File: src/rtl/core/cdo_pkg.sv
// Shared types, constants and calendar helper functions for the calendar
// date offset unit. No dependencies; every other RTL file imports this package.
`default_nettype none

package cdo_pkg;

  localparam int YEAR_W  = 16;
  localparam int MONTH_W = 4;
  localparam int DAY_W   = 5;
  localparam int ORD_W   = 25;  // day ordinal from 0000-01-01, through year 65535
  localparam int MI_W    = 20;  // month index year*12 + month-1

  typedef enum logic [2:0] {
    OP_ADD_DAYS   = 3'd0,
    OP_ADD_MONTHS = 3'd1,
    OP_ADD_YEARS  = 3'd2,
    OP_SUB_DAYS   = 3'd3,
    OP_SUB_MONTHS = 3'd4,
    OP_SUB_YEARS  = 3'd5
  } op_t;

  typedef struct packed {
    logic [ORD_W-1:0] n;
    logic             limited;
  } ord_res_t;

  typedef struct packed {
    logic [YEAR_W-1:0]  year;
    logic [MONTH_W-1:0] month;
    logic [DAY_W-1:0]   day;
    logic               limited;
  } date_t;

  typedef struct packed {
    date_t date;
    logic  day_op;
  } my_res_t;

  // Pipeline depths of the two datapaths after the front stages
  localparam int D2O_LAT = 3;
  localparam int O2D_LAT = 6;
  localparam int MID_LAT = D2O_LAT + O2D_LAT;
  localparam int MY_LAT  = 5;
  localparam int MY_PAD  = MID_LAT - MY_LAT;

  localparam logic [YEAR_W-1:0]  YEAR_MAX   = 16'hFFFF;
  localparam logic [MONTH_W-1:0] GAP_MONTH  = 4'd9;
  localparam logic [DAY_W-1:0]   GAP_FIRST  = 5'd3;
  localparam logic [DAY_W-1:0]   GAP_LAST   = 5'd13;
  localparam logic [DAY_W-1:0]   GAP_RESUME = 5'd14;
  localparam logic [ORD_W-1:0]   GAP_DAYS   = 25'd11;
  localparam logic [MI_W-1:0]    MONTH_TOP  = 20'd786431;  // December of year 65535

  // Reciprocal multipliers for division by constants
  localparam int               DIV100_SH  = 24;
  localparam logic [17:0]      DIV100_MUL = 18'((64'd1 << DIV100_SH) / 64'd100 + 64'd1);
  localparam int               DIV400_SH  = 26;
  localparam logic [17:0]      DIV400_MUL = 18'((64'd1 << DIV400_SH) / 64'd400 + 64'd1);
  localparam int               DIV3_SH    = 20;
  localparam logic [18:0]      DIV3_MUL   = 19'((64'd1 << DIV3_SH) / 64'd3 + 64'd1);
  localparam int               EST_SH     = 32;
  localparam logic [23:0]      EST_MUL    = 24'((64'd400 << EST_SH) / 64'd146097 + 64'd1);

  localparam logic [DAY_W-1:0] MONTH_LEN [12] = '{
    5'd31, 5'd28, 5'd31, 5'd30, 5'd31, 5'd30, 5'd31, 5'd31, 5'd30, 5'd31, 5'd30, 5'd31
  };

  localparam logic [8:0] CUM_DAYS [12] = '{
    9'd0, 9'd31, 9'd59, 9'd90, 9'd120, 9'd151, 9'd181, 9'd212, 9'd243, 9'd273, 9'd304,
    9'd334
  };

  function automatic logic [9:0] div100(input logic [16:0] x);
    logic [34:0] p;
    p = 35'(x) * 35'(DIV100_MUL);
    return p[DIV100_SH +: 10];
  endfunction

  function automatic logic [7:0] div400(input logic [16:0] x);
    logic [34:0] p;
    p = 35'(x) * 35'(DIV400_MUL);
    return p[DIV400_SH +: 8];
  endfunction

  // Days from 0000-01-01 to the start of year c, given ceil terms as quotients
  function automatic logic [ORD_W-1:0] ys_sum(input logic [16:0] c, input logic [9:0] q100,
                                               input logic [7:0] q400);
    logic [16:0] c3;
    c3 = c + 17'd3;
    return ORD_W'(c) * ORD_W'(365) + ORD_W'(c3[16:2]) + ORD_W'(q400) - ORD_W'(q100);
  endfunction

  // q is floor(y / 100)
  function automatic logic leap_of(input logic [YEAR_W-1:0] y, input logic [9:0] q);
    return (y[1:0] == 2'd0) && ((YEAR_W'(q) * YEAR_W'(100) != y) || (q[1:0] == 2'd0));
  endfunction

  function automatic logic [DAY_W-1:0] days_in(input logic [MONTH_W-1:0] m, input logic leap);
    logic [MONTH_W-1:0] idx;
    idx = m - 4'd1;
    if (m == 4'd2 && leap) return 5'd29;
    return MONTH_LEN[idx];
  endfunction

  // Days of the year before the first of month m
  function automatic logic [8:0] cum_days(input logic [MONTH_W-1:0] m, input logic leap);
    logic [MONTH_W-1:0] idx;
    idx = m - 4'd1;
    return CUM_DAYS[idx] + 9'(leap && (m > 4'd2));
  endfunction

  function automatic logic [DAY_W-1:0] fix_day(input logic [YEAR_W-1:0] y,
                                               input logic [MONTH_W-1:0] m,
                                               input logic [DAY_W-1:0] d, input logic leap,
                                               input logic [YEAR_W-1:0] cy);
    logic [DAY_W-1:0] len;
    logic [DAY_W-1:0] r;
    len = days_in(m, leap);
    r = (d == 5'd0) ? 5'd1 : d;
    if (r > len) r = len;
    if (y == cy && m == GAP_MONTH && r >= GAP_FIRST && r <= GAP_LAST) r = GAP_RESUME;
    return r;
  endfunction

  // Elaboration-time helpers
  function automatic logic leap_const(input longint y);
    return ((y % 4 == 0) && (y % 100 != 0)) || (y % 400 == 0);
  endfunction

  function automatic logic [ORD_W-1:0] ys_const(input longint y);
    return ORD_W'(365 * y + (y + 3) / 4 - (y + 99) / 100 + (y + 399) / 400);
  endfunction

  localparam logic [ORD_W-1:0] ORD_TOP = ys_const(65536) - 25'd12;

endpackage

`default_nettype wire

File: src/rtl/core/cdo_ord_to_date.sv
// Day ordinal back to calendar date: year estimate, candidate check, month search.
// Six stages. Depends on cdo_pkg.
`default_nettype none

module cdo_ord_to_date
  import cdo_pkg::*;
#(
  parameter int CUTOVER_YEAR = 1752
) (
  input  logic     clk,
  input  logic     en,
  input  ord_res_t src,
  output date_t    dst
);

  localparam logic [ORD_W-1:0] GAP_START = ys_const(longint'(CUTOVER_YEAR)) +
      ORD_W'(cum_days(GAP_MONTH, leap_const(longint'(CUTOVER_YEAR)))) + ORD_W'(2);

  logic [ORD_W-1:0] a_n;
  logic             a_flag;
  logic [ORD_W-1:0] b_n;
  logic             b_flag;
  logic [16:0]      b_est;
  logic [ORD_W-1:0] c_n;
  logic             c_flag;
  logic [16:0]      c_est;
  logic [16:0]      c_y    [4];
  logic [9:0]       c_q100 [4];
  logic [7:0]       c_q400 [4];
  logic [ORD_W-1:0] d_n;
  logic             d_flag;
  logic [16:0]      d_est;
  logic [ORD_W-1:0] d_ys   [4];
  logic [YEAR_W-1:0] e_y;
  logic [8:0]       e_r;
  logic             e_leap;
  logic             e_flag;

  logic [23+ORD_W:0] est_prod;
  logic [16:0]       cand [4];
  logic [1:0]        sel;
  logic [ORD_W-1:0]  pick_ys;
  logic [ORD_W-1:0]  pick_len;
  logic [16:0]       pick_y;
  logic [MONTH_W-1:0] mm;
  date_t             dst_next;

  // Stage 1: skip the cutover gap
  always_ff @(posedge clk) begin
    if (en) begin
      a_n    <= src.n + ((src.n >= GAP_START) ? GAP_DAYS : '0);
      a_flag <= src.limited;
    end
  end

  // Stage 2: year estimate, within one of the true year
  assign est_prod = (24+ORD_W)'(a_n) * (24+ORD_W)'(EST_MUL);

  always_ff @(posedge clk) begin
    if (en) begin
      b_n    <= a_n;
      b_flag <= a_flag;
      b_est  <= est_prod[EST_SH +: 17];
    end
  end

  // Stage 3: century quotients for years est-1 .. est+2
  always_comb begin
    cand[0] = (b_est == 17'd0) ? 17'd0 : b_est - 17'd1;
    for (int i = 1; i < 4; i++) cand[i] = b_est + 17'(i - 1);
  end

  always_ff @(posedge clk) begin
    if (en) begin
      c_n    <= b_n;
      c_flag <= b_flag;
      c_est  <= b_est;
      for (int i = 0; i < 4; i++) begin
        c_y[i]    <= cand[i];
        c_q100[i] <= div100(cand[i] + 17'd99);
        c_q400[i] <= div400(cand[i] + 17'd399);
      end
    end
  end

  // Stage 4: year starts of the candidates
  always_ff @(posedge clk) begin
    if (en) begin
      d_n    <= c_n;
      d_flag <= c_flag;
      d_est  <= c_est;
      for (int i = 0; i < 4; i++) d_ys[i] <= ys_sum(c_y[i], c_q100[i], c_q400[i]);
    end
  end

  // Stage 5: pick the year that holds the ordinal
  always_comb begin
    priority if (d_n < d_ys[1]) sel = 2'd0;
    else if (d_n >= d_ys[2]) sel = 2'd2;
    else sel = 2'd1;
    unique case (sel)
      2'd0: begin
        pick_ys  = d_ys[0];
        pick_len = d_ys[1] - d_ys[0];
        pick_y   = d_est - 17'd1;
      end
      2'd2: begin
        pick_ys  = d_ys[2];
        pick_len = d_ys[3] - d_ys[2];
        pick_y   = d_est + 17'd1;
      end
      default: begin
        pick_ys  = d_ys[1];
        pick_len = d_ys[2] - d_ys[1];
        pick_y   = d_est;
      end
    endcase
  end

  always_ff @(posedge clk) begin
    if (en) begin
      e_y    <= pick_y[YEAR_W-1:0];
      e_r    <= 9'(d_n - pick_ys);
      e_leap <= (pick_len == ORD_W'(366));
      e_flag <= d_flag;
    end
  end

  // Stage 6: month search over the cumulative table
  always_comb begin
    mm = 4'd1;
    for (int k = 2; k <= 12; k++) begin
      if (e_r >= cum_days(MONTH_W'(k), e_leap)) mm = mm + 4'd1;
    end
    dst_next.year    = e_y;
    dst_next.month   = mm;
    dst_next.day     = 5'(e_r - cum_days(mm, e_leap) + 9'd1);
    dst_next.limited = e_flag;
  end

  always_ff @(posedge clk) begin
    if (en) dst <= dst_next;
  end

endmodule

`default_nettype wire

File: config.mk
export PLATFORM = sky130hd
export DESIGN_NAME = cdo_ord_to_date
export DESIGN_NICKNAME = d
export VERILOG_FILES = /design/src/rtl/core/cdo_pkg.sv /design/src/rtl/core/cdo_ord_to_date.sv
export SDC_FILE = /design/constraint.sdc
export NUM_CORES = 2
export LEC_CHECK = 0
export ABC_CLOCK_PERIOD_IN_PS = 14900
export BUFFER_PORTS_ARGS = -buffer_cell sky130_fd_sc_hd__buf_2
export CAP_MARGIN = 20
export CORE_ASPECT_RATIO = 0.75
export CORE_MARGIN = 3
export CORE_UTILIZATION = 50
export CTS_CLUSTER_SIZE = 20
export DETAILED_ROUTE_END_ITERATION = 7
export GPL_TIMING_DRIVEN = 1
export PLACE_DENSITY = 0.68
export SYNTH_ARGS = -nofsm -noshare
export SYNTH_HDL_FRONTEND = slang
export SYNTH_SLANG_ARGS = --single-unit
File: constraint.sdc
create_clock -name clk -period 14.9 [get_ports clk]
set_clock_uncertainty 0.15 [all_clocks]
set_input_delay 2.98 -clock clk [delete_from_list [all_inputs] [get_ports clk]]
set_output_delay 2.98 -clock clk [all_outputs]
set_load 0.02 [all_outputs]
==> impl_metrics.toml <==
[worst_setup_path]
rr_worst_depth = 35
crit_path_max_fanout = 25
critPathLaunchType = "register"
required_ns = 15.13
crit_path_end_kind = "register"
path_delay_family = "adder cells"
crit_top_cell = "fa_1"
cpPeakStageDelay_ns = 0.81
timing.rr.end = "c_q100[0][9]$_DFFE_PP_"
r2r_setup_slack_ns = 3.42
reg2reg_from = "b_est[9]$_DFFE_PP_"
critPathBufInv = 5
criticalPathCategory = "register to register"
crit_arrival_ns = 11.71
crit_slowest_cell = "nor2_2"

[logic_synthesis]
yosysTopAreaCellShare_pct = 32.8
synth_area_leader_cell = "fa_1"
synth_edf_count = 429
yosysMostFrequentCell = "inv_1"
synth_commonest_cells = "2,918 x inv_1, 1,890 x ha_1, 1,553 x fa_1, 429 x edfxtp_1, 404 x xnor2_1"
yosysWarnings = 0
syn_nets = 12800
ys_ff_latch = 429
ys_seq_area_share_pct = 13.6
ys_types = 94
syn_area_sq_um = 94700
async_reset_ff_share_pct = 0
synth_cells = 9351
ys_top_cells_by_area = "fa_1 33%, ha_1 25%, edfxtp_1 14%"
synth_area_per_cell_sq_um = 10.1
ys.flop_type = "edfxtp_1"

[clock_tree]
numCtsBuffers = 47
ctsLongestPathBuffers = 3
clk_latency_ns = 0.65
cts-resized-gates = 0
clk_pin_slew_worst_paths_ns = 0.07
htreeDepth = 2
cts-root-buf = "clkbuf_16"
cts_setup_buffers = 0
cts_hold_buf = 0
cts_tree = "done"
numClockSinks = 429

[place]
gp_congestion = 0.960
io_buffers = 53
hpwl_um = 212000

[sta]
worstMarginPinSlew_ns = 1.28
slew_headroom_pct = 13.5
drv_slew = 0
fmax_ghz = 0.0871
fin_setup_tns_ns = 0
finalSetupViolations = 0
min_period_over_period_pct = 77.1
hold_ws_ns = 0.266
rsz0062_at_grt = "false"
final-hold-violation-count = 0
finalCriticalPeriod_ns = 11.48

[min_path]
hold_depth = 0
hold_end = "d_n[13]$_DFFE_PP_"
hp-class = "register to register"
min_from = "c_n[13]$_DFFE_PP_"

[cells_and_area]
final_nets = 13000
drive_gt1_share_pct = 2.74
fillers = 16600
area_delta_synth_final_pct = 5.59
diodes = 0

[die]
fp-row-count = 137
start_util_pct = 50.6
die_h_um = 383
core-area_sq_um = 187000
ios = 54
die-area_sq_um = 195000
die_w_um = 509

[route]
drc = 0
num_vias = 63200
routedWlPerCell_um = 20.0
vias_per_cell = 5.26
firstDrtPassIters = 5
drt_iter0_drc = 5035
ant_nets = 0
wl_um = 240000

[grt]
grt_antenna_before_repair = 8
grt_max_degree = 157
grt_use_total_pct = 25.4
grt.overflow.total = 0
grt_pass1_wl_um = 383000
grt_pass1_vias = 66600

[job]
maxCapViolations = 0

[outcome]
status = "completed"
## stage by stage
stage / setup WS (ns) / cells / cell area (sq um) / util [%]
final: 3.42 / 12000 / 100000 / 53.5
after global routing: 2.74 / 12000 / 100000 / 53.5
after CTS: 3.45 / 12000 / 100000 / 53.5
after detailed placement: 3.49 / 11900 / 98500 / 52.7
after global placement: 3.67 / 11900 / 98500 / 52.7
after floorplan: 5.27 / 9351 / 94700 / -
## cell type report
| class | count | area [sq um] | share of cell area [%] |
|---|---|---|---|
| Timing Repair Buffer | 124 | 818 | 0.818 |
| Clock buffer | 52 | 1240 | 1.24 |
| Tap cell | 2502 | 3130 | 3.13 |
| Clock inverter | 31 | 256 | 0.257 |
| Sequential cell | 429 | 12900 | 12.9 |
| Multi-Input combinational cell | 5957 | 70700 | 70.7 |
| Inverter | 2921 | 11000 | 11.0 |
## worst max-delay path by stage
stage / startpoint / end / slack (ns) / depth (start not counted)
2_1_floorplan: b_est[0]$_DFFE_PP_ / c_q100[0][9]$_DFFE_PP_ / 5.27 / 39
3_3_place_gp: b_est[0]$_DFFE_PP_ / c_q100[0][9]$_DFFE_PP_ / 3.67 / 38
3_5_place_dp: b_est[0]$_DFFE_PP_ / c_q100[0][9]$_DFFE_PP_ / 3.49 / 38
4_1_cts: b_est[0]$_DFFE_PP_ / c_q100[0][9]$_DFFE_PP_ / 3.45 / 38
5_1_grt: b_est[9]$_DFFE_PP_ / c_q100[0][9]$_DFFE_PP_ / 2.74 / 35
6_report: b_est[9]$_DFFE_PP_ / c_q100[0][9]$_DFFE_PP_ / 3.42 / 35
## cells by family after synthesis
| family | count (synthesis) | share of synthesized area, % |
|---|---|---|
| buffers and inverters | 2965 | 11.8 |
| AOI/OAI and AO/OA | 854 | 5.89 |
| DFF | 429 | 13.6 |
| adders and majority gates | 3443 | 57.8 |
| muxes | 29 | 0.318 |
| xor gates and xnor gates | 527 | 4.94 |
| and+or+nand+nor | 1104 | 5.67 |
## layout by cell type (no fill, tap or decap), drive strengths merged, types with 103 or more instances in the layout
| master | synthesis | final |
|---|---|---|
| nor3 | 110 | 110 |
| fa | 1553 | 1553 |
| xor2 | 119 | 119 |
| a21oi | 237 | 237 |
| nand3 | 119 | 119 |
| buf | 19 | 124 |
| a21o | 103 | 103 |
| edfxtp | 429 | 429 |
| ha | 1890 | 1890 |
| nand2 | 226 | 226 |
| xnor2 | 406 | 406 |
| o21ai | 180 | 180 |
| nor2 | 317 | 317 |
| inv | 2919 | 2924 |
## layer usage
layer | GRT usage [%] | share of wire, % | vias to the layer above
met3 | 4.25 | 8.2 | 208
li1 | - | - | 29400
met1 | 40.3 | 49 | 31500
met2 | 36.8 | 41 | 2023
met4 | 4.14 | 1.7 | 0
met5 | 0 | 0 | -
## registers in the layout (all words and copies together) (netlist names), 26 cells and up
| register | count |
|---|---|
| c_q100 | 40 |
| c_q400 | 32 |
| c_y | 52 |
| d_ys | 100 |
| dst | 26 |
Power is not shown: default switching activity piles up to over one toggle a cycle in this logic, so the estimate is an artifact.
