<file path="src/rtl/core/cdo_pkg.sv">
// Shared types, constants and calendar helper functions for the calendar
// date offset unit. No dependencies; every other RTL file imports this package.
`default_nettype none

package cdo_pkg;

  localparam int YEAR_W  = 16;
  localparam int MONTH_W = 4;
  localparam int DAY_W   = 5;
  localparam int ORD_W   = 25;  // day ordinal from 0000-01-01, through year 65535
  localparam int MI_W    = 20;  // month index year*12 + month-1

  typedef enum logic [2:0] {
    OP_ADD_DAYS   = 3'd0,
    OP_ADD_MONTHS = 3'd1,
    OP_ADD_YEARS  = 3'd2,
    OP_SUB_DAYS   = 3'd3,
    OP_SUB_MONTHS = 3'd4,
    OP_SUB_YEARS  = 3'd5
  } op_t;

  typedef struct packed {
    logic [ORD_W-1:0] n;
    logic             limited;
  } ord_res_t;

  typedef struct packed {
    logic [YEAR_W-1:0]  year;
    logic [MONTH_W-1:0] month;
    logic [DAY_W-1:0]   day;
    logic               limited;
  } date_t;

  typedef struct packed {
    date_t date;
    logic  day_op;
  } my_res_t;

  // Pipeline depths of the two datapaths after the front stages
  localparam int D2O_LAT = 3;
  localparam int O2D_LAT = 6;
  localparam int MID_LAT = D2O_LAT + O2D_LAT;
  localparam int MY_LAT  = 5;
  localparam int MY_PAD  = MID_LAT - MY_LAT;

  localparam logic [YEAR_W-1:0]  YEAR_MAX   = 16'hFFFF;
  localparam logic [MONTH_W-1:0] GAP_MONTH  = 4'd9;
  localparam logic [DAY_W-1:0]   GAP_FIRST  = 5'd3;
  localparam logic [DAY_W-1:0]   GAP_LAST   = 5'd13;
  localparam logic [DAY_W-1:0]   GAP_RESUME = 5'd14;
  localparam logic [ORD_W-1:0]   GAP_DAYS   = 25'd11;
  localparam logic [MI_W-1:0]    MONTH_TOP  = 20'd786431;  // December of year 65535

  // Reciprocal multipliers for division by constants
  localparam int               DIV100_SH  = 24;
  localparam logic [17:0]      DIV100_MUL = 18'((64'd1 << DIV100_SH) / 64'd100 + 64'd1);
  localparam int               DIV400_SH  = 26;
  localparam logic [17:0]      DIV400_MUL = 18'((64'd1 << DIV400_SH) / 64'd400 + 64'd1);
  localparam int               DIV3_SH    = 20;
  localparam logic [18:0]      DIV3_MUL   = 19'((64'd1 << DIV3_SH) / 64'd3 + 64'd1);
  localparam int               EST_SH     = 32;
  localparam logic [23:0]      EST_MUL    = 24'((64'd400 << EST_SH) / 64'd146097 + 64'd1);

  localparam logic [DAY_W-1:0] MONTH_LEN [12] = '{
    5'd31, 5'd28, 5'd31, 5'd30, 5'd31, 5'd30, 5'd31, 5'd31, 5'd30, 5'd31, 5'd30, 5'd31
  };

  localparam logic [8:0] CUM_DAYS [12] = '{
    9'd0, 9'd31, 9'd59, 9'd90, 9'd120, 9'd151, 9'd181, 9'd212, 9'd243, 9'd273, 9'd304,
    9'd334
  };

  function automatic logic [9:0] div100(input logic [16:0] x);
    logic [34:0] p;
    p = 35'(x) * 35'(DIV100_MUL);
    return p[DIV100_SH +: 10];
  endfunction

  function automatic logic [7:0] div400(input logic [16:0] x);
    logic [34:0] p;
    p = 35'(x) * 35'(DIV400_MUL);
    return p[DIV400_SH +: 8];
  endfunction

  // Days from 0000-01-01 to the start of year c, given ceil terms as quotients
  function automatic logic [ORD_W-1:0] ys_sum(input logic [16:0] c, input logic [9:0] q100,
                                               input logic [7:0] q400);
    logic [16:0] c3;
    c3 = c + 17'd3;
    return ORD_W'(c) * ORD_W'(365) + ORD_W'(c3[16:2]) + ORD_W'(q400) - ORD_W'(q100);
  endfunction

  // q is floor(y / 100)
  function automatic logic leap_of(input logic [YEAR_W-1:0] y, input logic [9:0] q);
    return (y[1:0] == 2'd0) && ((YEAR_W'(q) * YEAR_W'(100) != y) || (q[1:0] == 2'd0));
  endfunction

  function automatic logic [DAY_W-1:0] days_in(input logic [MONTH_W-1:0] m, input logic leap);
    logic [MONTH_W-1:0] idx;
    idx = m - 4'd1;
    if (m == 4'd2 && leap) return 5'd29;
    return MONTH_LEN[idx];
  endfunction

  // Days of the year before the first of month m
  function automatic logic [8:0] cum_days(input logic [MONTH_W-1:0] m, input logic leap);
    logic [MONTH_W-1:0] idx;
    idx = m - 4'd1;
    return CUM_DAYS[idx] + 9'(leap && (m > 4'd2));
  endfunction

  function automatic logic [DAY_W-1:0] fix_day(input logic [YEAR_W-1:0] y,
                                               input logic [MONTH_W-1:0] m,
                                               input logic [DAY_W-1:0] d, input logic leap,
                                               input logic [YEAR_W-1:0] cy);
    logic [DAY_W-1:0] len;
    logic [DAY_W-1:0] r;
    len = days_in(m, leap);
    r = (d == 5'd0) ? 5'd1 : d;
    if (r > len) r = len;
    if (y == cy && m == GAP_MONTH && r >= GAP_FIRST && r <= GAP_LAST) r = GAP_RESUME;
    return r;
  endfunction

  // Elaboration-time helpers
  function automatic logic leap_const(input longint y);
    return ((y % 4 == 0) && (y % 100 != 0)) || (y % 400 == 0);
  endfunction

  function automatic logic [ORD_W-1:0] ys_const(input longint y);
    return ORD_W'(365 * y + (y + 3) / 4 - (y + 99) / 100 + (y + 399) / 400);
  endfunction

  localparam logic [ORD_W-1:0] ORD_TOP = ys_const(65536) - 25'd12;

endpackage

`default_nettype wire

</file>
<file path="src/rtl/core/cdo_month_year.sv">
// Month and year steps with saturation and day clamping; also passes the start
// date for unused operation codes. Padded to the day path depth. Depends on cdo_pkg.
`default_nettype none

module cdo_month_year
  import cdo_pkg::*;
#(
  parameter int AMOUNT_BITS  = 16,
  parameter int CUTOVER_YEAR = 1752
) (
  input  logic                   clk,
  input  logic                   en,
  input  logic [2:0]             op,
  input  logic [YEAR_W-1:0]      year,
  input  logic [MONTH_W-1:0]     month,
  input  logic [DAY_W-1:0]       day,
  input  logic [AMOUNT_BITS-1:0] amount,
  output my_res_t                dst
);

  localparam logic [YEAR_W-1:0] CY = YEAR_W'(CUTOVER_YEAR);
  localparam int TW = ((AMOUNT_BITS > MI_W) ? AMOUNT_BITS : MI_W) + 1;
  localparam int YW = ((AMOUNT_BITS > YEAR_W) ? AMOUNT_BITS : YEAR_W) + 1;

  typedef struct packed {
    logic               day_op;
    logic               is_month;
    logic               limited;
    logic [MONTH_W-1:0] m;
    logic [DAY_W-1:0]   d;
  } side_t;

  side_t              s1, s2, s3, s4;
  logic [MI_W-1:0]    t1, t2;
  logic [YEAR_W-1:0]  y1, y2, y3, y4;
  logic [YEAR_W-1:0]  q3;
  logic [9:0]         q4;
  my_res_t            line [MY_PAD+1];

  logic [MI_W-1:0]    ym;
  logic [TW-1:0]      tsum;
  logic [YW-1:0]      ysum;
  side_t              s1_next;
  logic [MI_W-1:0]    t1_next;
  logic [YEAR_W-1:0]  y1_next;
  logic [36:0]        div3_prod;
  logic [MI_W-1:0]    rem12;
  side_t              s3_next;
  my_res_t            fin;

  // Stage 1: step the month index or the year
  always_comb begin
    ym   = MI_W'(year) * MI_W'(12) + MI_W'(month - 4'd1);
    tsum = TW'(ym) + TW'(amount);
    ysum = YW'(year) + YW'(amount);
    s1_next.day_op   = (op == OP_ADD_DAYS) || (op == OP_SUB_DAYS);
    s1_next.is_month = 1'b0;
    s1_next.limited  = 1'b0;
    s1_next.m        = month;
    s1_next.d        = day;
    t1_next          = ym;
    y1_next          = year;
    unique case (op)
      OP_ADD_MONTHS: begin
        s1_next.is_month = 1'b1;
        if (tsum > TW'(MONTH_TOP)) begin
          t1_next = MONTH_TOP;
          s1_next.limited = 1'b1;
        end else begin
          t1_next = tsum[MI_W-1:0];
        end
      end
      OP_SUB_MONTHS: begin
        s1_next.is_month = 1'b1;
        if (TW'(amount) > TW'(ym)) begin
          t1_next = '0;
          s1_next.limited = 1'b1;
        end else begin
          t1_next = MI_W'(TW'(ym) - TW'(amount));
        end
      end
      OP_ADD_YEARS: begin
        if (ysum > YW'(YEAR_MAX)) begin
          y1_next = YEAR_MAX;
          s1_next.limited = 1'b1;
        end else begin
          y1_next = ysum[YEAR_W-1:0];
        end
      end
      OP_SUB_YEARS: begin
        if (YW'(amount) > YW'(year)) begin
          y1_next = '0;
          s1_next.limited = 1'b1;
        end else begin
          y1_next = YEAR_W'(YW'(year) - YW'(amount));
        end
      end
      default: ;
    endcase
  end

  always_ff @(posedge clk) begin
    if (en) begin
      s1 <= s1_next;
      t1 <= t1_next;
      y1 <= y1_next;
    end
  end

  // Stage 2: year of the month index, t / 12 as (t / 4) / 3
  assign div3_prod = 37'(t1[MI_W-1:2]) * 37'(DIV3_MUL);

  always_ff @(posedge clk) begin
    if (en) begin
      s2 <= s1;
      t2 <= t1;
      y2 <= y1;
      q3 <= div3_prod[DIV3_SH +: YEAR_W];
    end
  end

  // Stage 3: split the month index
  assign rem12 = t2 - MI_W'(q3) * MI_W'(12);

  always_comb begin
    s3_next   = s2;
    s3_next.m = s2.is_month ? (MONTH_W'(rem12) + 4'd1) : s2.m;
  end

  always_ff @(posedge clk) begin
    if (en) begin
      s3 <= s3_next;
      y3 <= s2.is_month ? q3 : y2;
    end
  end

  // Stage 4: century quotient for the leap test
  always_ff @(posedge clk) begin
    if (en) begin
      s4 <= s3;
      y4 <= y3;
      q4 <= div100(17'(y3));
    end
  end

  // Stage 5: clamp the day to the new month
  always_comb begin
    fin.day_op       = s4.day_op;
    fin.date.year    = y4;
    fin.date.month   = s4.m;
    fin.date.day     = fix_day(y4, s4.m, s4.d, leap_of(y4, q4), CY);
    fin.date.limited = s4.limited;
  end

  // Delay line to line up with the day path
  always_ff @(posedge clk) begin
    if (en) begin
      line[0] <= fin;
      for (int i = 1; i <= MY_PAD; i++) line[i] <= line[i-1];
    end
  end

  assign dst = line[MY_PAD];

endmodule

`default_nettype wire
</file>
<file path="config.mk">
export PLATFORM = sky130hd
export DESIGN_NAME = cdo_month_year
export DESIGN_NICKNAME = d
export VERILOG_FILES = /design/src/rtl/core/cdo_pkg.sv /design/src/rtl/core/cdo_month_year.sv
export SDC_FILE = /design/constraint.sdc
export NUM_CORES = 1
export LEC_CHECK = 0
export BUFFER_PORTS_ARGS = -buffer_cell sky130_fd_sc_hd__buf_2
export CAP_MARGIN = 20
export CELL_PAD_IN_SITES_DETAIL_PLACEMENT = 0
export CELL_PAD_IN_SITES_GLOBAL_PLACEMENT = 2
export CORE_MARGIN = 4
export CORE_UTILIZATION = 35
export CTS_BUF_LIST = sky130_fd_sc_hd__clkbuf_2 sky130_fd_sc_hd__clkbuf_4 sky130_fd_sc_hd__clkbuf_8
export CTS_CLUSTER_SIZE = 10
export DETAILED_ROUTE_END_ITERATION = 12
export GPL_ROUTABILITY_DRIVEN = 0
export GPL_TIMING_DRIVEN = 0
export PLACE_DENSITY_LB_ADDON = 0.08
export SYNTH_ARGS = -nofsm -noshare
export SYNTH_HDL_FRONTEND = slang
export SYNTH_SLANG_ARGS = --single-unit
</file>
<file path="constraint.sdc">
create_clock -name clk -period 10.6 [get_ports clk]
set_input_delay 2.12 -clock clk [delete_from_list [all_inputs] [get_ports clk]]
set_output_delay 2.12 -clock clk [all_outputs]
set_load 0.05 [all_outputs]
</file>
==> results.md <==
- Final Hold Viols: 0
- Leading area contributor after synthesis: edfxtp_1
- Post-Synth Simple-Gate Area: 5.44%
- Reg-to-reg endpoint: q4[9]
- CP max FO: 10
- Synth Warn #: 0
- Post-synth ARST share: 0%
- Max_cap viols: 0
- Min-Delay Path Class: reg2reg
- Hold_sp: s3[8]
- CP max stage cell: a222oi_1
- Antenna violations before repair: 4
- Site row count: 98
- Global route overflow: 0
- Largest family of logic cells by synthesized area: adder cells
- Outcome: completed
- CTS max path bufs: 3
- Initial DRC count: 857
- Tot GR Track Use: 16.0%
- CTS tree: yes
- Mapped Nets: 2875
- Share of the synthesized area in the top cell type: 34.7%
- Core Area: 71900 um2
- GRT busiest layer: met2
- Hold buffers post-CTS: 0
- Detailed placement HPWL: 50600 um
- Post-route ant nets: 0
- Cells on worst reg2reg path: 22
- Unrepaired setup endpoints after global routing: false
- Setup tns final: 0 ns
- Layout net count: 3000
- Post-synth EDFFs: 295
- Worst Path Arrival: 8.53 ns
- Post-Syn Instances: 2182
- H-tree Lvls: 2
- WHS Endpoint: fin[10]
- Slew @ Worst Pin: 1.03 ns
- WL final: 60900 um
- First-pass GRT wire length: 97000 um
- Initial Utilization: 35.5%
- Commonest non-fill, non-tap cells in the layout: inv_1 (425), ha_1 (425), edfxtp_1 (295)
- Per-cell routed wire length: 18.5 um
- Die area: 77300 um2
- Final Skew: 0.0288 ns
- Die width: 278 um
- Layout fillers: 7042
- Via density: 4.78
- Seq/Total Area, Yosys: 34.7%
- Worst R2R Start: y3[8]
- WHS Path Cells: 0
- Min cycle time layout: 8.20 ns
- Cell area after synthesis: 25500 um2
- First-pass iteration count of the detailed router: 7
- CP required: 10.93 ns
- Layout cell share with drive strength beyond 1: 9.21%
- Hold slack final: 0.402 ns
- Worst slew margin: 31.2%
- Skew-Pair Late Insertion Delay: 0.61 ns
- Crit Path Class: in2reg
- Met1 Use GR: 23.1%
- Die Y-Extent: 278 um
- Register clock-pin slew on the reported worst setup and hold paths: 0.06 ns
- M3 GR Usage: 2.01%
- Synth-to-layout area growth: 10.4%
- Ys flop type: edfxtp_1
- Post-synthesis compound-gate area fraction: 8.67%
- Crit-path max cell delay: 0.70 ns
- Adder-cell share of the synthesized area: 38.2%
- Total setup buffers inserted after CTS: 0
- Vias: 15762
- # setup viols final: 0
- Seq. cell area: 8860 um2
- Setup crit end kind: flop
- Synth cell types: 74
- Multi-input gate area: 14800 um2
- Met2 usage: 26.1%
- Vias in the first global route: 16871
- Critical path's most frequent cell: ha_1
- Flop2flop setup slack: 3.37 ns
- Io pins: 73
- Synth Area in XOR/XNOR: 4.70%
- Largest net degree at the start of global routing: 136
- CP Launch Type: input port
- #FFs+latches synth: 295
- Root Buffer: clkbuf_8
- Port bufs: 71
- Fmax: 122 MHz
- Post-Syn Area per Cell: 11.7 um2
- Post-CTS sizing: 0
- Post-route DRC: 0
- Slew Limit Fails: 0
- Multiplexer area fraction after synthesis: 0.872%
- CTS Buf Count: 48
- CTS Sinks: 295
- Final period util: 77.4%
- Area contributors post-synth: edfxtp_1 (35%), ha_1 (21%), fa_1 (17%), inv_1 (6.2%), xnor2_1 (3.2%)
## metrics by stage
| step | instance area (um2) | cells | setup slack (ns) | utilization (%) |
|---|---|---|---|---|
| after floorplan | 25500 | 2182 | 3.22 | - |
| after global placement | 27100 | 3203 | 0.355 | 37.7 |
| after detailed placement | 27200 | 3207 | 1.88 | 37.8 |
| after CTS | 28200 | 3296 | 2.52 | 39.2 |
| after global routing | 28200 | 3298 | 1.96 | 39.3 |
| final | 28200 | 3298 | 2.40 | 39.3 |
## worst max path at each step
stage | depth (start not counted) | endpoint | from | slack, ns
5_1_grt | 25 | t1[14] | year[1] | 1.96
6_report | 25 | t1[15] | year[1] | 2.40
2_1_floorplan | 22 | t1[10] | month[0] | 3.22
4_1_cts | 25 | t1[14] | year[1] | 2.52
3_3_place_gp | 23 | t1[14] | month[0] | 0.36
3_5_place_dp | 25 | t1[14] | year[1] | 1.88
## registers in the layout, indices dropped and copies added (netlist names)
register and flops:
line 135, t1 20, q3 16, y1 16
y2 16, y3 16, y4 16, s1 12
s2 12, s3 11, q4 10, fin 6
s4 5, t2 4
## routing by layer
layer  part of all wire, %  up-vias
met5                 0.056        -
met4                   1.8        4
met3                   2.9       64
met2                    46      239
met1                    49     7692
li1                      -     7763
## synth_stat cells (all sizes together), types with 4 or more instances
cell type  instances
ha               425
inv              425
edfxtp           295
fa               222
xnor2             93
nor2              92
a21oi             87
nand2             69
o21ai             45
xor2              44
buf               30
a21o              27
nor3              25
a222oi            20
nand2b            20
clkbuf            19
o21bai            19
mux2              18
nor2b             16
o21a              16
o211ai            15
nand4             13
a211oi            11
nand3             10
or3                9
a22oi              8
a31oi              8
and2               8
and3               8
a2111oi            7
a221oi             5
nor4               5
o31ai              5
a21boi             4
a311oi             4
o22ai              4
## worst max-delay path, delay by kind of cell
kind | cells | cell delay [ns]
AO/OA/AOI/OAI | 9 | 2.87
adder cells (fa/ha/maj) | 4 | 1.38
AND/OR/NAND/NOR | 6 | 0.93
buffers and inverters | 4 | 0.86
XOR/XNOR | 2 | 0.38
## cells by family (layout without fill, tap and decap cells)
logic type	after synthesis	in the layout
other cells	0	2
buf+inv	474	638
flops	295	295
xor+xnor	137	137
mux	20	20
compound gates	321	321
fa+ha+maj	647	647
simple gates	288	288
## layout make-up
type,count,area share (%)
Sequential cell,295,31.4
Antenna cell,2,0.0177
Timing Repair Buffer,75,1.56
Inverter,425,5.66
Buffer,49,1.05
Clock buffer,62,2.71
Multi-Input combinational cell,1413,52.5
Clock inverter,27,0.918
Tap cell,950,4.21
Power is left out: the tool's default activity adds up to more than one toggle a clock period on the data nets, which glitch-free logic cannot reach.
