===== config.mk =====
export PLATFORM = sky130hd
export DESIGN_NAME = cdo_date_to_ord
export DESIGN_NICKNAME = d
export VERILOG_FILES = /design/src/rtl/core/cdo_pkg.sv /design/src/rtl/core/cdo_date_to_ord.sv
export SDC_FILE = /design/constraint.sdc
export NUM_CORES = 1
export LEC_CHECK = 0
export ABC_CLOCK_PERIOD_IN_PS = 12900
export BUFFER_PORTS_ARGS = -buffer_cell sky130_fd_sc_hd__buf_2
export CAP_MARGIN = 10
export CORE_ASPECT_RATIO = 1.5
export CORE_MARGIN = 3
export CORE_UTILIZATION = 35
export CTS_CLUSTER_DIAMETER = 200
export CTS_CLUSTER_SIZE = 28
export DETAILED_ROUTE_END_ITERATION = 8
export PLACE_DENSITY = 0.55
export SLEW_MARGIN = 10
export SYNTH_ARGS = -nofsm -noshare
export SYNTH_HDL_FRONTEND = slang
export SYNTH_SLANG_ARGS = --single-unit

===== constraint.sdc =====
create_clock -name clk -period 12.9 [get_ports clk]
set_input_delay 2.58 -clock clk [delete_from_list [all_inputs] [get_ports clk]]
set_output_delay 2.58 -clock clk [all_outputs]
set_load 0.01 [all_outputs]

===== src/rtl/core/cdo_pkg.sv =====
// Shared types, constants and calendar helper functions for the calendar
// date offset unit. No dependencies; every other RTL file imports this package.
`default_nettype none

package cdo_pkg;

  localparam int YEAR_W  = 16;
  localparam int MONTH_W = 4;
  localparam int DAY_W   = 5;
  localparam int ORD_W   = 25;  // day ordinal from 0000-01-01, through year 65535
  localparam int MI_W    = 20;  // month index year*12 + month-1

  typedef enum logic [2:0] {
    OP_ADD_DAYS   = 3'd0,
    OP_ADD_MONTHS = 3'd1,
    OP_ADD_YEARS  = 3'd2,
    OP_SUB_DAYS   = 3'd3,
    OP_SUB_MONTHS = 3'd4,
    OP_SUB_YEARS  = 3'd5
  } op_t;

  typedef struct packed {
    logic [ORD_W-1:0] n;
    logic             limited;
  } ord_res_t;

  typedef struct packed {
    logic [YEAR_W-1:0]  year;
    logic [MONTH_W-1:0] month;
    logic [DAY_W-1:0]   day;
    logic               limited;
  } date_t;

  typedef struct packed {
    date_t date;
    logic  day_op;
  } my_res_t;

  // Pipeline depths of the two datapaths after the front stages
  localparam int D2O_LAT = 3;
  localparam int O2D_LAT = 6;
  localparam int MID_LAT = D2O_LAT + O2D_LAT;
  localparam int MY_LAT  = 5;
  localparam int MY_PAD  = MID_LAT - MY_LAT;

  localparam logic [YEAR_W-1:0]  YEAR_MAX   = 16'hFFFF;
  localparam logic [MONTH_W-1:0] GAP_MONTH  = 4'd9;
  localparam logic [DAY_W-1:0]   GAP_FIRST  = 5'd3;
  localparam logic [DAY_W-1:0]   GAP_LAST   = 5'd13;
  localparam logic [DAY_W-1:0]   GAP_RESUME = 5'd14;
  localparam logic [ORD_W-1:0]   GAP_DAYS   = 25'd11;
  localparam logic [MI_W-1:0]    MONTH_TOP  = 20'd786431;  // December of year 65535

  // Reciprocal multipliers for division by constants
  localparam int               DIV100_SH  = 24;
  localparam logic [17:0]      DIV100_MUL = 18'((64'd1 << DIV100_SH) / 64'd100 + 64'd1);
  localparam int               DIV400_SH  = 26;
  localparam logic [17:0]      DIV400_MUL = 18'((64'd1 << DIV400_SH) / 64'd400 + 64'd1);
  localparam int               DIV3_SH    = 20;
  localparam logic [18:0]      DIV3_MUL   = 19'((64'd1 << DIV3_SH) / 64'd3 + 64'd1);
  localparam int               EST_SH     = 32;
  localparam logic [23:0]      EST_MUL    = 24'((64'd400 << EST_SH) / 64'd146097 + 64'd1);

  localparam logic [DAY_W-1:0] MONTH_LEN [12] = '{
    5'd31, 5'd28, 5'd31, 5'd30, 5'd31, 5'd30, 5'd31, 5'd31, 5'd30, 5'd31, 5'd30, 5'd31
  };

  localparam logic [8:0] CUM_DAYS [12] = '{
    9'd0, 9'd31, 9'd59, 9'd90, 9'd120, 9'd151, 9'd181, 9'd212, 9'd243, 9'd273, 9'd304,
    9'd334
  };

  function automatic logic [9:0] div100(input logic [16:0] x);
    logic [34:0] p;
    p = 35'(x) * 35'(DIV100_MUL);
    return p[DIV100_SH +: 10];
  endfunction

  function automatic logic [7:0] div400(input logic [16:0] x);
    logic [34:0] p;
    p = 35'(x) * 35'(DIV400_MUL);
    return p[DIV400_SH +: 8];
  endfunction

  // Days from 0000-01-01 to the start of year c, given ceil terms as quotients
  function automatic logic [ORD_W-1:0] ys_sum(input logic [16:0] c, input logic [9:0] q100,
                                               input logic [7:0] q400);
    logic [16:0] c3;
    c3 = c + 17'd3;
    return ORD_W'(c) * ORD_W'(365) + ORD_W'(c3[16:2]) + ORD_W'(q400) - ORD_W'(q100);
  endfunction

  // q is floor(y / 100)
  function automatic logic leap_of(input logic [YEAR_W-1:0] y, input logic [9:0] q);
    return (y[1:0] == 2'd0) && ((YEAR_W'(q) * YEAR_W'(100) != y) || (q[1:0] == 2'd0));
  endfunction

  function automatic logic [DAY_W-1:0] days_in(input logic [MONTH_W-1:0] m, input logic leap);
    logic [MONTH_W-1:0] idx;
    idx = m - 4'd1;
    if (m == 4'd2 && leap) return 5'd29;
    return MONTH_LEN[idx];
  endfunction

  // Days of the year before the first of month m
  function automatic logic [8:0] cum_days(input logic [MONTH_W-1:0] m, input logic leap);
    logic [MONTH_W-1:0] idx;
    idx = m - 4'd1;
    return CUM_DAYS[idx] + 9'(leap && (m > 4'd2));
  endfunction

  function automatic logic [DAY_W-1:0] fix_day(input logic [YEAR_W-1:0] y,
                                               input logic [MONTH_W-1:0] m,
                                               input logic [DAY_W-1:0] d, input logic leap,
                                               input logic [YEAR_W-1:0] cy);
    logic [DAY_W-1:0] len;
    logic [DAY_W-1:0] r;
    len = days_in(m, leap);
    r = (d == 5'd0) ? 5'd1 : d;
    if (r > len) r = len;
    if (y == cy && m == GAP_MONTH && r >= GAP_FIRST && r <= GAP_LAST) r = GAP_RESUME;
    return r;
  endfunction

  // Elaboration-time helpers
  function automatic logic leap_const(input longint y);
    return ((y % 4 == 0) && (y % 100 != 0)) || (y % 400 == 0);
  endfunction

  function automatic logic [ORD_W-1:0] ys_const(input longint y);
    return ORD_W'(365 * y + (y + 3) / 4 - (y + 99) / 100 + (y + 399) / 400);
  endfunction

  localparam logic [ORD_W-1:0] ORD_TOP = ys_const(65536) - 25'd12;

endpackage

`default_nettype wire


===== src/rtl/core/cdo_date_to_ord.sv =====
// Date to day ordinal conversion with day offset and saturation, three stages.
// Depends on cdo_pkg.
`default_nettype none

module cdo_date_to_ord
  import cdo_pkg::*;
#(
  parameter int AMOUNT_BITS  = 16,
  parameter int CUTOVER_YEAR = 1752
) (
  input  logic                   clk,
  input  logic                   en,
  input  logic [2:0]             op,
  input  logic [YEAR_W-1:0]      year,
  input  logic [MONTH_W-1:0]     month,
  input  logic [DAY_W-1:0]       day,
  input  logic                   leap,
  input  logic [AMOUNT_BITS-1:0] amount,
  output ord_res_t               res
);

  localparam logic [YEAR_W-1:0] CY = YEAR_W'(CUTOVER_YEAR);
  localparam int SW = ((AMOUNT_BITS > ORD_W) ? AMOUNT_BITS : ORD_W) + 1;

  logic [2:0]             a_op;
  logic [AMOUNT_BITS-1:0] a_amt;
  logic [YEAR_W-1:0]      a_y;
  logic [9:0]             a_q100;
  logic [7:0]             a_q400;
  logic [9:0]             a_off;

  logic [2:0]             b_op;
  logic [AMOUNT_BITS-1:0] b_amt;
  logic [ORD_W-1:0]       b_ord;

  logic                   after_gap;
  logic [9:0]             off_next;
  logic [SW-1:0]          sum;
  ord_res_t               res_next;

  // Stage 1: century quotients and offset within the year
  always_comb begin
    after_gap = (year > CY) ||
                ((year == CY) && ((month > GAP_MONTH) ||
                                  ((month == GAP_MONTH) && (day > GAP_LAST))));
    off_next = 10'(cum_days(month, leap)) + 10'(day) - 10'd1 -
               (after_gap ? 10'(GAP_DAYS) : 10'd0);
  end

  always_ff @(posedge clk) begin
    if (en) begin
      a_op   <= op;
      a_amt  <= amount;
      a_y    <= year;
      a_q100 <= div100(17'(year) + 17'd99);
      a_q400 <= div400(17'(year) + 17'd399);
      a_off  <= off_next;
    end
  end

  // Stage 2: ordinal of the start date
  always_ff @(posedge clk) begin
    if (en) begin
      b_op  <= a_op;
      b_amt <= a_amt;
      b_ord <= ys_sum(17'(a_y), a_q100, a_q400) + {{(ORD_W-10){a_off[9]}}, a_off};
    end
  end

  // Stage 3: apply the day offset, hold at the ends of the range
  always_comb begin
    sum = SW'(b_ord) + SW'(b_amt);
    res_next.n = b_ord;
    res_next.limited = 1'b0;
    if (b_op == OP_ADD_DAYS) begin
      if (sum > SW'(ORD_TOP)) begin
        res_next.n = ORD_TOP;
        res_next.limited = 1'b1;
      end else begin
        res_next.n = sum[ORD_W-1:0];
      end
    end else if (b_op == OP_SUB_DAYS) begin
      if (SW'(b_amt) > SW'(b_ord)) begin
        res_next.n = '0;
        res_next.limited = 1'b1;
      end else begin
        res_next.n = ORD_W'(SW'(b_ord) - SW'(b_amt));
      end
    end
  end

  always_ff @(posedge clk) begin
    if (en) res <= res_next;
  end

endmodule

`default_nettype wire


==> results of run 1 <==
==> cell type report <==
class / instances / area share [%]
multi-input combinational: 1527 / 66.5
sequential: 133 / 15.6
inverter: 654 / 9.60
tap: 885 / 4.33
timing repair buffer: 81 / 1.70
clock buffer: 17 / 1.66
clock inverter: 15 / 0.543
antenna: 3 / 0.0294
==> metal layers <==
metal / vias to the layer above / global-route usage, %
li1: 7686 / -
met4: 0 / 7.44
met1: 7675 / 17.6
met2: 239 / 33.4
met5: - / 0
met3: 108 / 1.74
==> cells by family (layout without fill, tap and decap cells) <==
logic type                 after synthesis  count (layout)
adders and majority gates              754             754
buffers and inverters                  696             767
muxes                                   13              13
AOI/OAI and AO/OA                      290             290
DFF                                    133             133
other                                    0               3
xor gates and xnor gates               130             130
and+or+nand+nor                        340             340
==> registers in the layout, indices dropped and copies added (netlist names) <==
signal  count
b_op        3
a_op        3
a_y        16
res        26
b_ord      25
a_amt      16
b_amt      16
a_q400      8
a_off      10
a_q100     10
==> worst max-delay path: cells and delay by family <==
kind	cells	cell delay [ns]
simple gates	9	1.85
xor+xnor	2	0.59
compound gates	6	1.09
fa+ha+maj	8	3.74
buf+inv	7	1.00
==> metrics by stage <==
step           area (um^2)  worst slack, ns
6_report             25600             2.21
5_1_grt              25600             1.63
4_1_cts              25600             2.17
3_5_place_dp         25000             1.69
3_3_place_gp         25000             1.94
2_1_floorplan        23600             2.68
==> worst max-delay path by stage <==
stage	start	endpoint	slack [ns]	cells past startpoint
after global routing	year[0]	a_q400[7]$_DFFE_PP_	1.63	32
after global placement	year[0]	a_q400[7]$_DFFE_PP_	1.94	32
final	year[0]	a_q400[7]$_DFFE_PP_	2.21	32
after floorplan	year[0]	a_q400[7]$_DFFE_PP_	2.68	33
after CTS	year[0]	a_q400[7]$_DFFE_PP_	2.17	32
after detailed placement	year[0]	a_q400[7]$_DFFE_PP_	1.69	32
==> synthesized netlist by cell type (all sizes together) (12+ instances only) <==
library cell	count	share of area, %
xor2	33	1.2
nor2	82	1.3
nand3	36	0.76
a21oi	76	1.6
inv	653	10
buf	13	0.35
fa	337	29
nor2b	19	0.50
o211ai	13	0.45
a21o	23	0.73
ha	416	22
edfxtp	133	17
or2	12	0.32
nand2	69	1.1
o21ai	48	1.0
clkbuf	29	0.46
or3	14	0.37
nor3	35	0.79
xnor2	97	3.6
==> results.toml, run 1 <==
[global_routing]
overflow = 0
antenna_found_initial = 4
grt_pass1_wl_um = 93500
grt_pass1_vias = 17900
grt_max_degree = 73
track_usage_pct = 16.9

[route]
wl_met2_um = 32100
remaining_drc_errors = 0
num_vias = 15700
firstDrtPassIters = 5
first_iter_violations = 525
wl_met3_um = 1230
dr.max_layer_used = "met4"
wl_um = 56900
m1WireLength_um = 21100
wl_per_cell_um = 17.2
ant_nets = 0
drt-vias-per-instance = 4.74

[setup_path]
crit_slowest_cell = "fa_1"
path_max_fanout = 12
cpPeakStageDelay_ns = 0.54
start_kind = "input port"
r2r_end = "b_ord[23]$_DFFE_PP_"
reg2reg_setup_slack_ns = 5.20
worstPathRequired_ns = 13.10
crit_type = "in -> reg"
crit_path_end_kind = "register"
worstRegToRegCells = 26
r2r-start = "a_y[0]$_DFFE_PP_"
arrival_ns = 10.88

[floorplan]
die_w_um = 218
io_pins = 73
die_area_um2 = 70800
row_count = 116
die_y_um = 324
start_util_pct = 35.4
core_area_um2 = 66800

[clock_tree]
post_cts_buffers = 0
root_buffer = "clkbuf_16"
htreeDepth = 4
clk_pin_slew_ns = 0.07
clock_path_buffers = 2
cts-resized-gates = 0
cts_buffers = 17
cts_tree = "built"
hold_buffers = 0
clock-sinks = 133
clk_latency_ns = 0.46

[finish]
layout_commonest_cell = "inv_1"
final-instance-count-excl-fill = 3315
final_util_pct = 38.3
multi_input_area_um2 = 17000
fin_nets = 3214
final_cell_mix = "653 x inv_1, 416 x ha_1, 337 x fa_1"
fillCellCount = 6726
drive_gt1_share_pct = 6.18
regArea_um2 = 3990
syn2layout_area_growth_pct = 8.14

[logic_synthesis]
synth_edf_count = 133
synth_top_family_by_area = "adder cells"
synth_mux_area_share_pct = 0.571
synthDistinctLibCells = 83
synth_seq_cells = 133
synth-compound-area-share_pct = 8.60
syn_area_um2 = 23600
synth_xor_area_share_pct = 4.81
synth_cells = 2356
ys_seq_area_share_pct = 16.9
synth-adder-area-share_pct = 50.6
synth_ff_type = "edfxtp_1"
yosys.area_share.simple_pct = 7.35
syn_area_per_cell_um2 = 10.0
synthArstFlopShare_pct = 0
ys.warnings.count = 0
syn-num-nets = 3156

[timing]
setup-tns-final_ns = 0
timing.final.crit_share_pct = 82.8
tightest_slew_ns = 1.05
slew_headroom_pct = 30.1
whs_ns = 0.407
rsz0062_at_grt = "false"
period_needed_ns = 10.69
clock_skew_ns = 0.00986
slew_violations = 0
finalHoldViolations = 0
setup_violations = 0
max_freq_ghz = 0.0936

[placed_design]
port_buffers = 72
place_congestion = 0.936
numPlacedInstances = 3280
dpl.hpwl_um = 50500

[min_path]
hold_end = "b_amt[0]$_DFFE_PP_"
whs_path_depth = 0
min_path_type = "reg -> reg"
min-delay-start = "a_amt[0]$_DFFE_PP_"

[run]
drv_cap = 0

[run_status]
status = "completed"
Power of run 1 is left out: the tool's default activity adds up to more than one toggle a clock period on the data nets, which glitch-free logic cannot reach.
==> run 2, diff against run 1 <==
ABC_AREA = 1   (was unset)
ABC_CLOCK_PERIOD_IN_PS = 9600   (was 12900)
PLACE_DENSITY = 0.57   (was 0.55)
clock period = 9.6 ns   (was 12.9 ns; I/O delays follow)
==> results.toml, run 2 <==
[route]
ant_nets = 0
drt-vias-per-instance = 4.72
first_iter_violations = 841
wl_um = 64500
num_vias = 18200
wl_per_cell_um = 16.7
firstDrtPassIters = 5
remaining_drc_errors = 0

[timing]
setup_violations = 0
slew_violations = 0
rsz0062_at_grt = "false"
timing.final.crit_share_pct = 90.4
clock_skew_ns = 0.0112
max_freq_ghz = 0.115
finalHoldViolations = 0
period_needed_ns = 8.68
slew_headroom_pct = 17.5
setup-tns-final_ns = 0
tightest_slew_ns = 1.23

[clock_tree]
htreeDepth = 4
hold_buffers = 0
cts_buffers = 17
cts-resized-gates = 0
post_cts_buffers = 0
clk_latency_ns = 0.47
clock_path_buffers = 2
clock-sinks = 133
root_buffer = "clkbuf_16"
cts_tree = "built"
clk_pin_slew_ns = 0.06

[global_routing]
track_usage_pct = 17.9
grt_max_degree = 79
antenna_found_initial = 0
grt_pass1_vias = 19700
overflow = 0
grt_pass1_wl_um = 103000

[floorplan]
die_w_um = 224
die_area_um2 = 74300
start_util_pct = 35.3
core_area_um2 = 70300
io_pins = 73
die_y_um = 332
row_count = 119

[placed_design]
port_buffers = 72
dpl.hpwl_um = 57500
place_congestion = 0.903

[logic_synthesis]
synth_top_area_share_pct = 27.2
syn-num-nets = 3646
yosysTopAreaCell = "fa_1"
ys_seq_area_share_pct = 16.1
ys.warnings.count = 0
synth_ff_type = "edfxtp_1"
synthArstFlopShare_pct = 0
synth_seq_cells = 133
synth_cells = 2846
syn_area_per_cell_um2 = 8.73
synth.most_common_cell = "inv_1"
synthDistinctLibCells = 49
synth_edf_count = 133
synth_common_cells = "784 x inv_1, 416 x ha_1, 389 x nand2_1"
syn_area_um2 = 24800
synth_area_leaders = "fa_1 27%, ha_1 21%, edfxtp_1 16%"

[finish]
max_flop_register = "res"
layout_commonest_cell = "inv_1"
final_cell_mix = "784 x inv_1, 416 x ha_1, 389 x nand2_1"
fin_nets = 3731
largest_register_ffs = 26
antenna_cells = 0
top_regs = "res: 26 flops, b_ord: 25 flops"
drive_gt1_share_pct = 5.06
syn2layout_area_growth_pct = 8.42

[setup_path]
path_max_fanout = 7
cp.depth = 28
worstPathRequired_ns = 9.83
path_buf_inv = 6
cpPeakStageDelay_ns = 0.64
crit_path_end_kind = "register"
crit_family = "adder cells"
crit_type = "in -> reg"
arrival_ns = 8.90
start_kind = "input port"
path_common_cell = "fa_1"
worstRegToRegCells = 27
crit_slowest_cell = "fa_1"

[min_path]
min_path_type = "reg -> reg"
whs_path_depth = 0

[run]
drv_cap = 0

[run_status]
status = "completed"
-- run 2: changes by cell type after synthesis, sizes merged, moves of 22 or more --
cell / change
nand2: +329
inv: +138
nor2: +88
xnor2: -68
a21oi: +64
xor2: +61
nand3: +50
o21ai: +45
clkbuf: -22
-- run 2: cell type report --
| type | count | area (um^2) |
|---|---|---|
| well taps | 907 | 1130 |
| fillers | 7228 | 43300 |
| inverters | 791 | 2970 |
| repair buffers | 88 | 487 |
| multi-input cells | 1900 | 17800 |
| flip-flops and latches | 133 | 3990 |
| clock buffers | 18 | 429 |
| clock inverters | 14 | 164 |
-- run 2: kinds of logic after synthesis --
logic type      count (synthesis)  share of synthesized area (%)
simple gates                  725                           12.2
xor+xnor                      123                           4.34
fa+ha+maj                     753                           48.1
buf+inv                       813                           12.5
compound gates                299                           6.82
flops                         133                           16.1
-- run 2: stage by stage --
step                hold slack, ns  instances  util, %  area, um^2  worst slack (ns)
floorplan                    0.400       2846        -       24800             0.961
global route                 0.432       3851     38.3       26900             0.413
detailed placement           0.405       3819     37.5       26300             0.439
global placement             0.404       3819     37.5       26300             0.524
CTS                          0.424       3851     38.3       26900             0.956
finish                       0.421       3851     38.3       26900             0.924
-- run 2: final timing paths --
path | startpoint | end | slack, ns
hold reg to reg | a_amt[1]$_DFFE_PP_ | b_amt[1]$_DFFE_PP_ | 0.42
setup / recovery | year[0] | a_q400[6]$_DFFE_PP_ | 0.92
setup reg to reg | a_y[2]$_DFFE_PP_ | b_ord[20]$_DFFE_PP_ | 2.69
hold / removal | a_amt[1]$_DFFE_PP_ | b_amt[1]$_DFFE_PP_ | 0.42
-- run 2: layer usage --
| metal | GRT usage [%] | part of all wire (%) | vias up |
|---|---|---|---|
| met5 | 0 | 0 | - |
| met4 | 9.87 | 5.5 | 0 |
| met3 | 1.38 | 1.9 | 148 |
| met2 | 35.0 | 55 | 347 |
| met1 | 18.5 | 37 | 8683 |
| li1 | - | - | 9011 |
Power of run 2 is left out for the same reason.
==> run 3, diff against run 2 <==
--- a/config.mk
+++ b/config.mk
@@ -8,3 +8,3 @@
 export ABC_AREA = 1
-export ABC_CLOCK_PERIOD_IN_PS = 9600
+export ABC_CLOCK_PERIOD_IN_PS = 9100
 export BUFFER_PORTS_ARGS = -buffer_cell sky130_fd_sc_hd__buf_2
@@ -17,3 +17,3 @@
 export DETAILED_ROUTE_END_ITERATION = 8
-export PLACE_DENSITY = 0.57
+export PLACE_DENSITY = 0.55
 export SLEW_MARGIN = 10
==> constraint.sdc (replaced) <==
create_clock -name clk -period 9.1 [get_ports clk]
set_input_delay 1.82 -clock clk [delete_from_list [all_inputs] [get_ports clk]]
set_output_delay 1.82 -clock clk [all_outputs]
set_load 0.1 [all_outputs]
==> results.toml, run 3 (same netlist as run 2, synthesis figures left out) <==
[floorplan]
die_w_um = 224
row_count = 119
die_y_um = 332
io_pins = 73
start_util_pct = 35.3
core_area_um2 = 70300
die_area_um2 = 74300

[placed_design]
place_congestion = 0.908
dpl.hpwl_um = 57700
port_buffers = 72
placed_cell_area_um2 = 26400
numPlacedInstances = 3830

[setup_path]
worstRegToRegCells = 27
setup.worst_path.start = "year[0]"
r2r_end = "b_ord[20]$_DFFE_PP_"
worstPathRequired_ns = 9.33
cp-endpoint = "a_q400[6]$_DFFE_PP_"
r2r-start = "a_y[2]$_DFFE_PP_"
reg2reg_setup_slack_ns = 2.05
arrival_ns = 8.65
path_max_fanout = 7
start_kind = "input port"
crit_type = "in -> reg"
crit_path_end_kind = "register"

[global_routing]
grt_pass1_vias = 19900
antenna_found_initial = 0
grt_pass1_wl_um = 103000
overflow = 0
track_usage_pct = 17.9
grt_max_degree = 73

[clock_tree]
clock-sinks = 133
root_buffer = "clkbuf_16"
htreeDepth = 4
hold_buffers = 0
cts_tree = "built"
post_cts_buffers = 0
cts_buffers = 17
cts-resized-gates = 0
clk_latency_ns = 0.48
clock_path_buffers = 2
clk_pin_slew_ns = 0.06

[finish]
drive_gt1_share_pct = 5.45
fin_nets = 3742
max_flop_register = "res"
top_regs = "res: 26 flops, b_ord: 25 flops"
syn2layout_area_growth_pct = 8.85
layout_commonest_cell = "inv_1"
fillCellCount = 7257
largest_register_ffs = 26
antenna_cells = 0
fin_area_um2 = 27000
final-instance-count-excl-fill = 3862
final_cell_mix = "784 x inv_1, 416 x ha_1, 389 x nand2_1"

[timing]
period_needed_ns = 8.42
rsz0062_at_grt = "false"
setup_violations = 0
timing.final.crit_share_pct = 92.5
slew_violations = 0
slew_headroom_pct = 35.3
max_freq_ghz = 0.119
tightest_slew_ns = 0.970
finalHoldViolations = 0
setup-tns-final_ns = 0
clock_skew_ns = 0.0123
whs_ns = 0.419

[route]
remaining_drc_errors = 0
wl_um = 64600
drt-vias-per-instance = 4.72
firstDrtPassIters = 5
wl_per_cell_um = 16.7
num_vias = 18200
ant_nets = 0
first_iter_violations = 714

[run_status]
status = "completed"

[min_path]
min_path_type = "reg -> reg"
min-delay-start = "a_amt[15]$_DFFE_PP_"

[run]
drv_cap = 0
==> run 3: cell count changes in the layout (fill, tap and decap cells not counted), sizes merged <==
| cell | before | now |
|---|---|---|
| clkinvlp | 2 | 0 |
| bufinv | 2 | 3 |
| clkinv | 3 | 5 |
| clkbuf | 18 | 17 |
| buf | 88 | 99 |
==> run 3: worst min-delay path by stage <==
stage	end	slack (ns)	cells past startpoint
2_1_floorplan	b_amt[0]$_DFFE_PP_	0.40	0
5_1_grt	b_amt[14]$_DFFE_PP_	0.42	0
3_3_place_gp	b_amt[10]$_DFFE_PP_	0.40	0
4_1_cts	b_amt[15]$_DFFE_PP_	0.42	0
6_report	b_amt[15]$_DFFE_PP_	0.42	0
3_5_place_dp	b_amt[6]$_DFFE_PP_	0.41	0
==> run 3: critical path, stage by stage <==
cell      delay [ns]
buf_2           0.17
inv_1           0.07
ha_1            0.26
nand2_1         0.13
o21ai_0         0.12
nor2_1          0.18
a21oi_1         0.11
inv_1           0.08
nor2_1          0.05
nor3_1          0.25
xor2_1          0.51
inv_1           0.17
fa_1            0.64
inv_1           0.07
fa_1            0.46
fa_1            0.54
inv_1           0.05
fa_1            0.50
fa_1            0.52
fa_1            0.49
ha_1            0.37
a21oi_1         0.19
o21ai_0         0.14
o21bai_1        0.18
a221oi_1        0.36
nand2_1         0.10
nand2_1         0.07
nand2_1         0.04
==> run 3: final cells by class <==
type,instances,area (um^2),area share (%)
Clock buffer,17,425,1.57
Clock inverter,15,194,0.717
Inverter,791,2970,11.0
Multi-Input combinational cell,1900,17800,65.7
Sequential cell,133,3990,14.8
Tap cell,907,1130,4.20
Timing Repair Buffer,99,569,2.11
==> run 3: stage by stage <==
step | utilization, % | setup WS, ns
after floorplan | - | 0.561
after global placement | 37.6 | 0.339
after detailed placement | 37.6 | 0.262
after CTS | 38.5 | 0.778
after global routing | 38.5 | 0.225
final | 38.5 | 0.681
==> run 3: routing by layer <==
metal  vias up  GRT usage (%)  routed length, um
met3       153           2.06               1480
met5         -              0                  0
li1       9024              -                  -
met4         0           9.19               3420
met2       336           35.1              35700
met1      8732           18.5              24000
Power of run 3 is left out for the same reason.
